--- src/hdl/nwt_pkg.sv ---
`default_nettype none

package nwt_pkg;

    localparam int unsigned VALUE_WIDTH = 31;
    localparam int unsigned WORD_WIDTH  = 5;

    // binary-to-decimal register: four groups of three digits
    localparam int unsigned DIGITS      = 12;
    localparam int unsigned BCD_BITS    = 4 * DIGITS;
    localparam int unsigned GROUP_BITS  = 12;
    localparam int unsigned REST_BITS   = BCD_BITS - GROUP_BITS;

    localparam logic [WORD_WIDTH-1:0] W_ZERO    = 5'd0;
    localparam logic [WORD_WIDTH-1:0] W_TEN     = 5'd10;
    localparam logic [WORD_WIDTH-1:0] W_TENS_BASE = 5'd18;
    localparam logic [WORD_WIDTH-1:0] W_HUNDRED = 5'd28;

    localparam logic [1:0] TOP_GROUP = 2'd3;

    typedef enum logic [6:0] {
        ST_IDLE  = 7'b0000001,
        ST_CONV  = 7'b0000010,
        ST_HUND  = 7'b0000100,
        ST_HWORD = 7'b0001000,
        ST_TENS  = 7'b0010000,
        ST_ONES  = 7'b0100000,
        ST_SCALE = 7'b1000000
    } t_state;

endpackage

`default_nettype wire

--- src/hdl/nwt_if.sv ---
`default_nettype none

interface nwt_value_if;
    logic                                   valid;
    logic                                   ready;
    logic [nwt_pkg::VALUE_WIDTH-1:0]        value;

    modport source (output valid, output value, input ready);
    modport sink   (input valid, input value, output ready);
endinterface

interface nwt_word_if;
    logic                                   valid;
    logic                                   ready;
    logic [nwt_pkg::WORD_WIDTH-1:0]         word;
    logic                                   last;

    modport source (output valid, output word, output last, input ready);
    modport sink   (input valid, input word, input last, output ready);
endinterface

`default_nettype wire

--- src/hdl/number_to_word_tokens_core.sv ---
`default_nettype none

// Spells a non-negative integer as a run of English word codes, most significant
// group first, with last set on the final word. The value is first turned into
// decimal digits one input bit per cycle (shift-and-add-3), then a sequencer
// walks the four three-digit groups word position by word position (hundreds
// digit, Hundred, tens, ones, scale), skipping a group that is zero in one step.
// A stalled output holds the sequencer. A new value is taken once the previous
// run has been handed to the output register.
module number_to_word_tokens_core #(
    parameter int unsigned VALUE_BITS = 31
) (
    input  wire          i_clk,
    input  wire          i_rst_n,
    nwt_value_if.sink    i_in,
    nwt_word_if.source   o_out
);

    localparam int unsigned CNT_BITS = $clog2(VALUE_BITS);

    nwt_pkg::t_state                        r_state, n_state;
    logic [VALUE_BITS-1:0]                  r_bin, n_bin;
    logic [nwt_pkg::BCD_BITS-1:0]           r_bcd, n_bcd;
    logic [nwt_pkg::BCD_BITS-1:0]           bcd_adj;
    logic [CNT_BITS-1:0]                    r_cnt, n_cnt;
    logic [1:0]                             r_grp, n_grp;
    logic                                   r_out_valid, n_out_valid;
    logic [nwt_pkg::WORD_WIDTH-1:0]         r_word, n_word;
    logic                                   r_last, n_last;

    logic                                   advance;
    logic [3:0]                             dig_h, dig_t, dig_o;
    logic                                   rest_zero, grp_zero, has_scale;
    logic                                   tens_word, ones_nz;
    logic [nwt_pkg::WORD_WIDTH-1:0]         ones_val;

    // add-3 correction on every digit
    always_comb begin
        for (int d = 0; d < nwt_pkg::DIGITS; d++) begin
            bcd_adj[4*d +: 4] = (r_bcd[4*d +: 4] >= 4'd5) ? r_bcd[4*d +: 4] + 4'd3
                                                          : r_bcd[4*d +: 4];
        end
    end

    assign dig_h     = r_bcd[nwt_pkg::BCD_BITS-1 -: 4];
    assign dig_t     = r_bcd[nwt_pkg::BCD_BITS-5 -: 4];
    assign dig_o     = r_bcd[nwt_pkg::BCD_BITS-9 -: 4];
    assign rest_zero = (r_bcd[nwt_pkg::REST_BITS-1:0] == '0);
    assign grp_zero  = (r_bcd[nwt_pkg::BCD_BITS-1 -: nwt_pkg::GROUP_BITS] == '0);
    assign has_scale = (r_grp != 2'd0);
    assign tens_word = (dig_t >= 4'd2);
    assign ones_val  = (dig_t == 4'd1) ? nwt_pkg::W_TEN + {1'b0, dig_o} : {1'b0, dig_o};
    assign ones_nz   = tens_word ? (dig_o != 4'd0) : (ones_val != '0);

    assign advance   = !r_out_valid || o_out.ready;

    always_comb begin
        n_state     = r_state;
        n_bin       = r_bin;
        n_bcd       = r_bcd;
        n_cnt       = r_cnt;
        n_grp       = r_grp;
        n_out_valid = r_out_valid && !o_out.ready;
        n_word      = r_word;
        n_last      = r_last;

        case (r_state)
            nwt_pkg::ST_IDLE: begin
                if (i_in.valid) begin
                    n_bin   = i_in.value[VALUE_BITS-1:0];
                    n_bcd   = '0;
                    n_cnt   = CNT_BITS'(VALUE_BITS - 1);
                    n_state = nwt_pkg::ST_CONV;
                end
            end
            nwt_pkg::ST_CONV: begin
                n_bcd = {bcd_adj[nwt_pkg::BCD_BITS-2:0], r_bin[VALUE_BITS-1]};
                n_bin = {r_bin[VALUE_BITS-2:0], 1'b0};
                n_cnt = r_cnt - 1'b1;
                n_grp = nwt_pkg::TOP_GROUP;
                if (r_cnt == '0) begin
                    n_state = nwt_pkg::ST_HUND;
                end
            end
            nwt_pkg::ST_HUND: begin
                if (advance) begin
                    if (r_bcd == '0) begin
                        n_out_valid = 1'b1;
                        n_word      = nwt_pkg::W_ZERO;
                        n_last      = 1'b1;
                        n_state     = nwt_pkg::ST_IDLE;
                    end else if (grp_zero) begin
                        n_bcd = {r_bcd[nwt_pkg::REST_BITS-1:0],
                                 {nwt_pkg::GROUP_BITS{1'b0}}};
                        n_grp = r_grp - 1'b1;
                    end else if (dig_h != 4'd0) begin
                        n_out_valid = 1'b1;
                        n_word      = {1'b0, dig_h};
                        n_last      = 1'b0;
                        n_state     = nwt_pkg::ST_HWORD;
                    end else begin
                        n_state = nwt_pkg::ST_TENS;
                    end
                end
            end
            nwt_pkg::ST_HWORD: begin
                if (advance) begin
                    n_out_valid = 1'b1;
                    n_word      = nwt_pkg::W_HUNDRED;
                    n_last      = !tens_word && !ones_nz && !has_scale && rest_zero;
                    n_state     = n_last ? nwt_pkg::ST_IDLE : nwt_pkg::ST_TENS;
                end
            end
            nwt_pkg::ST_TENS: begin
                if (advance) begin
                    n_state = nwt_pkg::ST_ONES;
                    if (tens_word) begin
                        n_out_valid = 1'b1;
                        n_word      = nwt_pkg::W_TENS_BASE + {1'b0, dig_t};
                        n_last      = !ones_nz && !has_scale && rest_zero;
                        if (n_last) begin
                            n_state = nwt_pkg::ST_IDLE;
                        end
                    end
                end
            end
            nwt_pkg::ST_ONES: begin
                if (advance) begin
                    n_state = nwt_pkg::ST_SCALE;
                    if (ones_nz) begin
                        n_out_valid = 1'b1;
                        n_word      = ones_val;
                        n_last      = !has_scale && rest_zero;
                        if (n_last) begin
                            n_state = nwt_pkg::ST_IDLE;
                        end
                    end
                end
            end
            nwt_pkg::ST_SCALE: begin
                if (advance) begin
                    n_state = nwt_pkg::ST_HUND;
                    n_bcd   = {r_bcd[nwt_pkg::REST_BITS-1:0],
                               {nwt_pkg::GROUP_BITS{1'b0}}};
                    n_grp   = r_grp - 1'b1;
                    if (has_scale) begin
                        n_out_valid = 1'b1;
                        n_word      = nwt_pkg::W_HUNDRED + {3'b000, r_grp};
                        n_last      = rest_zero;
                        if (n_last) begin
                            n_state = nwt_pkg::ST_IDLE;
                        end
                    end
                end
            end
            default: begin
                n_state = nwt_pkg::ST_IDLE;
            end
        endcase
    end

    always_ff @(posedge i_clk) begin
        if (!i_rst_n) begin
            r_state     <= nwt_pkg::ST_IDLE;
            r_out_valid <= 1'b0;
        end else begin
            r_state     <= n_state;
            r_out_valid <= n_out_valid;
        end
        r_bin  <= n_bin;
        r_bcd  <= n_bcd;
        r_cnt  <= n_cnt;
        r_grp  <= n_grp;
        r_word <= n_word;
        r_last <= n_last;
    end

    assign i_in.ready  = (r_state == nwt_pkg::ST_IDLE);
    assign o_out.valid = r_out_valid;
    assign o_out.word  = r_word;
    assign o_out.last  = r_last;

endmodule

`default_nettype wire

--- src/flat_wrapper.sv ---
// flat-port wrapper written by rule: the top's interface ports become plain ports
module number_to_word_tokens_core_flat 
#(
    parameter int unsigned VALUE_BITS = 31
)
  (i_clk, i_rst_n, i_in_valid, i_in_value, i_in_ready, o_out_valid, o_out_word, o_out_last, o_out_ready);
  nwt_value_if i_in_i ();
  nwt_word_if o_out_i ();
  input  wire i_clk;
  input  wire i_rst_n;
  input wire logic [$bits(i_in_i.valid)-1:0] i_in_valid;
  input wire logic [$bits(i_in_i.value)-1:0] i_in_value;
  output wire logic [$bits(i_in_i.ready)-1:0] i_in_ready;
  output wire logic [$bits(o_out_i.valid)-1:0] o_out_valid;
  output wire logic [$bits(o_out_i.word)-1:0] o_out_word;
  output wire logic [$bits(o_out_i.last)-1:0] o_out_last;
  input wire logic [$bits(o_out_i.ready)-1:0] o_out_ready;
  assign i_in_i.valid = i_in_valid;
  assign i_in_i.value = i_in_value;
  assign i_in_ready = i_in_i.ready;
  assign o_out_valid = o_out_i.valid;
  assign o_out_word = o_out_i.word;
  assign o_out_last = o_out_i.last;
  assign o_out_i.ready = o_out_ready;
  number_to_word_tokens_core #(.VALUE_BITS(VALUE_BITS)) u_core (.i_clk(i_clk), .i_rst_n(i_rst_n), .i_in(i_in_i), .o_out(o_out_i));
endmodule
--- config.mk ---
export PLATFORM = sky130hd
export DESIGN_NAME = number_to_word_tokens_core_flat
export DESIGN_NICKNAME = d
export VERILOG_FILES = /design/src/hdl/nwt_pkg.sv /design/src/hdl/nwt_if.sv /design/src/hdl/number_to_word_tokens_core.sv /design/src/flat_wrapper.sv
export SDC_FILE = /design/constraint.sdc
export NUM_CORES = 1
export LEC_CHECK = 0
export ABC_AREA = 0
export BUFFER_PORTS_ARGS = -buffer_cell sky130_fd_sc_hd__buf_2
export CORE_ASPECT_RATIO = 0.6
export CORE_MARGIN = 5
export CORE_UTILIZATION = 55
export DETAILED_ROUTE_END_ITERATION = 8
export PLACE_DENSITY = 0.82
export SYNTH_ARGS = -nofsm -noshare
export SYNTH_HDL_FRONTEND = slang
export SYNTH_SLANG_ARGS = --single-unit
--- constraint.sdc ---
create_clock -name i_clk -period 5.5 [get_ports i_clk]
set_input_delay 0.275 -clock i_clk [delete_from_list [all_inputs] [get_ports i_clk]]
set_output_delay 0.275 -clock i_clk [all_outputs]
set_load 0.03 [all_outputs]
==> results.py <==
metrics = {
    "sta": {
        "min_period_ns": 3.164,
        "rsz0062_at_grt": "no",
        "slew_headroom": 0.4455,
        "fin_ws_ns": 2.336,
        "fin_crit_sh": 0.5753,
        "hold_viol": 0,
        "slew_violations": 0,
        "tightest_slew_ns": 0.8242,
        "final-setup-viol-count": 0,
        "max_freq_mhz": 316.0,
        "clock_skew_ns": 0.006185,
        "setup_tns_ns": 0,
    },
    "setup_path": {
        "path_delay_family": "simple AND/OR/NAND/NOR gates",
        "worst-path-max-fanout": 48,
        "slowest_delay_ns": 0.76,
        "crit_chain": "inv_1, ha_1, and4b_1, nand4_1, nor4_1, nor3_1, nor2_1, a311oi_4, buf_4",
        "path_buf_inv": 2,
        "setup.worst_path.start_class": "flip-flop",
        "end_kind": "flip-flop",
        "critical-path-slowest-cell": "nor4_1",
        "worst_ep_required_time_ns": 5.54,
        "path_class": "reg2reg",
        "cp.arrival_ns": 3.20,
    },
    "synth": {
        "async_flop_share": 0,
        "yosys_register_bits": 100,
        "seq_area_frac_synth": 0.4852,
        "synthCells": 630,
        "yosys_warnings": 0,
        "synth_ff_type": "edfxtp_1",
        "syn_nets": 708,
        "syn-mean-instance-area_um2": 9.563,
        "synth_area_mm2": 0.006025,
        "synth.distinct_cells": 52,
        "synth_edf_count": 92,
    },
    "floorplan": {
        "core-area_mm2": 0.01063,
        "io_pins": 43,
        "dieArea_mm2": 0.01322,
        "core.rowCount": 29,
        "initial_utilization": 0.5667,
        "die_h_um": 91.07,
        "die_w_um": 145.1,
    },
    "placed_design": {
        "dp_hpwl_mm": 9.424,
        "pre_cts_slack_ns": 2.420,
        "place_congestion": 0.9158,
        "placed_cells": 790,
        "port_buffers": 42,
        "placed_cell_area_mm2": 0.006361,
    },
    "cells_and_area": {
        "final_area_mm2": 0.006656,
        "nNetsFinal": 740,
        "fin_util": 0.6261,
        "drive_gt1_frac": 0.1064,
        "antennaDiodeCount": 0,
        "fin_cells": 806,
        "layout_common_cells": "nand2_1 (137), edfxtp_1 (92), a21oi_1 (46)",
        "synthToLayoutAreaGrowth_pct": 10.49,
        "mostFrequentLayoutCell": "nand2_1",
    },
    "power": {
        "swShare": 0.3823,
        "p_int_uw": 1794,
        "pwr-share-clk": 0.217,
        "power_frac_comb": 0.339,
        "switchingPower_uw": 1111,
        "power_density_mw_per_mm2": 436.4,
        "cellLeakagePower_uw": 0.002615,
        "pwr-share-seq": 0.444,
        "ir_drop_mv": 0.3055,
    },
    "global_route": {
        "grt_pass1_wl_mm": 21.31,
        "grt_overflow_total": 0,
        "grt_use_total": 0.1959,
        "grt_max_degree": 84,
        "grt_pass1_vias": 4351,
        "antenna_found_initial": 0,
    },
    "routing": {
        "met2_length_mm": 5.594,
        "remaining_drc_errors": 0,
        "dr_wl_met3_mm": 1.377,
        "postRouteAntennaNets": 0,
        "met1_length_mm": 6.218,
        "top_layer_used": "met4",
        "dr.pass1.iters": 5,
        "post_drt_wl_per_cell_um": 16.49,
        "vias": 4771,
        "routed_via_density": 5.919,
        "drt_iter0_drc": 589,
        "drt_wl_total_mm": 13.29,
    },
    "clocking": {
        "clk_latency_ns": 0.36,
        "cts_setup_buffers": 0,
        "cts_sinks": 100,
        "htree_levels": 3,
        "post_cts_resize_count": 0,
        "clk_path_buf_depth": 2,
        "root_buffer": "clkbuf_16",
        "holdBufCountCts": 0,
        "cts_tree": "done",
        "numCtsBuffers": 9,
        "clk_pin_slew_ns": 0.08,
    },
    "outcome": {
        "status": "complete, no violations",
    },
    "worst_hold_path": {
        "min_path_type": "in2reg",
    },
    "flow_run": {
        "drv_cap": 0,
    },
}
-- path summary, 6_finish.rpt --
check	start	end	slack, ns	cells past startpoint
max	u_core.r_bcd[0]	u_core.r_bcd[37]	2.34	9
min	i_in_value[17]	u_core.r_bin[17]	0.18	3
min reg2reg	u_core.r_bin[4]	u_core.r_bin[5]	0.51	2
max reg2reg	u_core.r_bcd[0]	u_core.r_bcd[37]	2.34	9
-- state kept, by name (all words and copies together) (netlist names) --
register            count
u_core.r_bcd           48
u_core.r_cnt            5
u_core.r_state          7
u_core.o_out.last       1
u_core.o_out.valid      1
u_core.r_grp            2
u_core.o_out.word       5
u_core.r_bin           31
-- layer usage --
metal  global-route usage  vias to the layer above
met1               0.2936                     2228
met5                    0                        -
met4              0.03649                        0
li1                     -                     2305
met2               0.2761                      227
met3              0.06915                       11
-- layout make-up --
class                   count  area [µm²]
flip-flops and latches    100        2923
well taps                 139       173.9
multi-input cells         473        2900
clock buffers               9       225.2
clock inverters             7       70.07
repair buffers             47       247.7
fillers                   891        3975
inverters                  31       116.4
-- power by group through the flow --
stage	Clock (µW)	Combinational (µW)	Sequential [µW]
global route	665	1100	1320
floorplan	0	740	1250
detailed placement	0	967	1300
finish	630	984	1290
global placement	0	936	1280
CTS	639	978	1290
-- cell families (layout without fill, tap and decap cells) --
group / after synthesis / after routing / share of synthesized area
muxes: 2 / 2 / 0.003323
AOI/OAI and AO/OA: 139 / 139 / 0.1419
buffers and inverters: 57 / 94 / 0.03676
and+or+nand+nor: 264 / 264 / 0.2073
DFF: 100 / 100 / 0.4852
xor gates and xnor gates: 25 / 25 / 0.03634
adders and majority gates: 43 / 43 / 0.08930
-- Yosys cell counts (2+ instances only) --
master | n | area, µm²
nor3_1 | 8 | 40.04
a21oi_1 | 46 | 230.2
dfxtp_1 | 8 | 160.2
mux2i_1 | 2 | 20.02
or3_1 | 3 | 18.77
nand4_1 | 5 | 31.28
o21a_1 | 2 | 15.01
o221ai_1 | 3 | 26.28
clkbuf_1 | 25 | 93.84
nand2_1 | 137 | 514.2
nand2b_1 | 15 | 93.84
a32o_1 | 2 | 20.02
nand3b_1 | 2 | 15.01
o32ai_1 | 6 | 52.55
ha_1 | 43 | 538.0
xnor2_1 | 17 | 148.9
o21ai_0 | 40 | 200.2
nor4_1 | 4 | 25.02
inv_1 | 31 | 116.4
xor2_1 | 8 | 70.07
nor2b_1 | 7 | 43.79
a221o_1 | 2 | 20.02
or2_2 | 2 | 12.51
nor2_1 | 42 | 157.7
and4b_1 | 2 | 20.02
nor3b_1 | 16 | 120.1
nand3_1 | 3 | 15.01
and3_1 | 4 | 25.02
a21o_1 | 3 | 22.52
a211oi_1 | 3 | 22.52
o22ai_1 | 17 | 106.4
o211ai_1 | 4 | 30.03
nor4b_1 | 3 | 26.28
o21ai_1 | 2 | 10.01
and2_1 | 5 | 31.28
edfxtp_1 | 92 | 2763
-- through the flow --
stage          hold slack, ns  total power, µW
3_3_place_gp           0.4885             2220
2_1_floorplan          0.4564             1987
3_5_place_dp           0.4969             2269
6_report               0.1783             2905
5_1_grt                0.1722             3080
4_1_cts                0.1692             2902
-- worst reg2reg max path: stages, from the launching register on --
cell      delay, ns
edfxtp_1       0.42
inv_1          0.17
ha_1           0.28
and4b_1        0.22
nand4_1        0.16
nor4_1         0.76
nor3_1         0.14
nor2_1         0.26
a311oi_4       0.07
buf_4          0.34
Power figures use the tool's default switching activity.
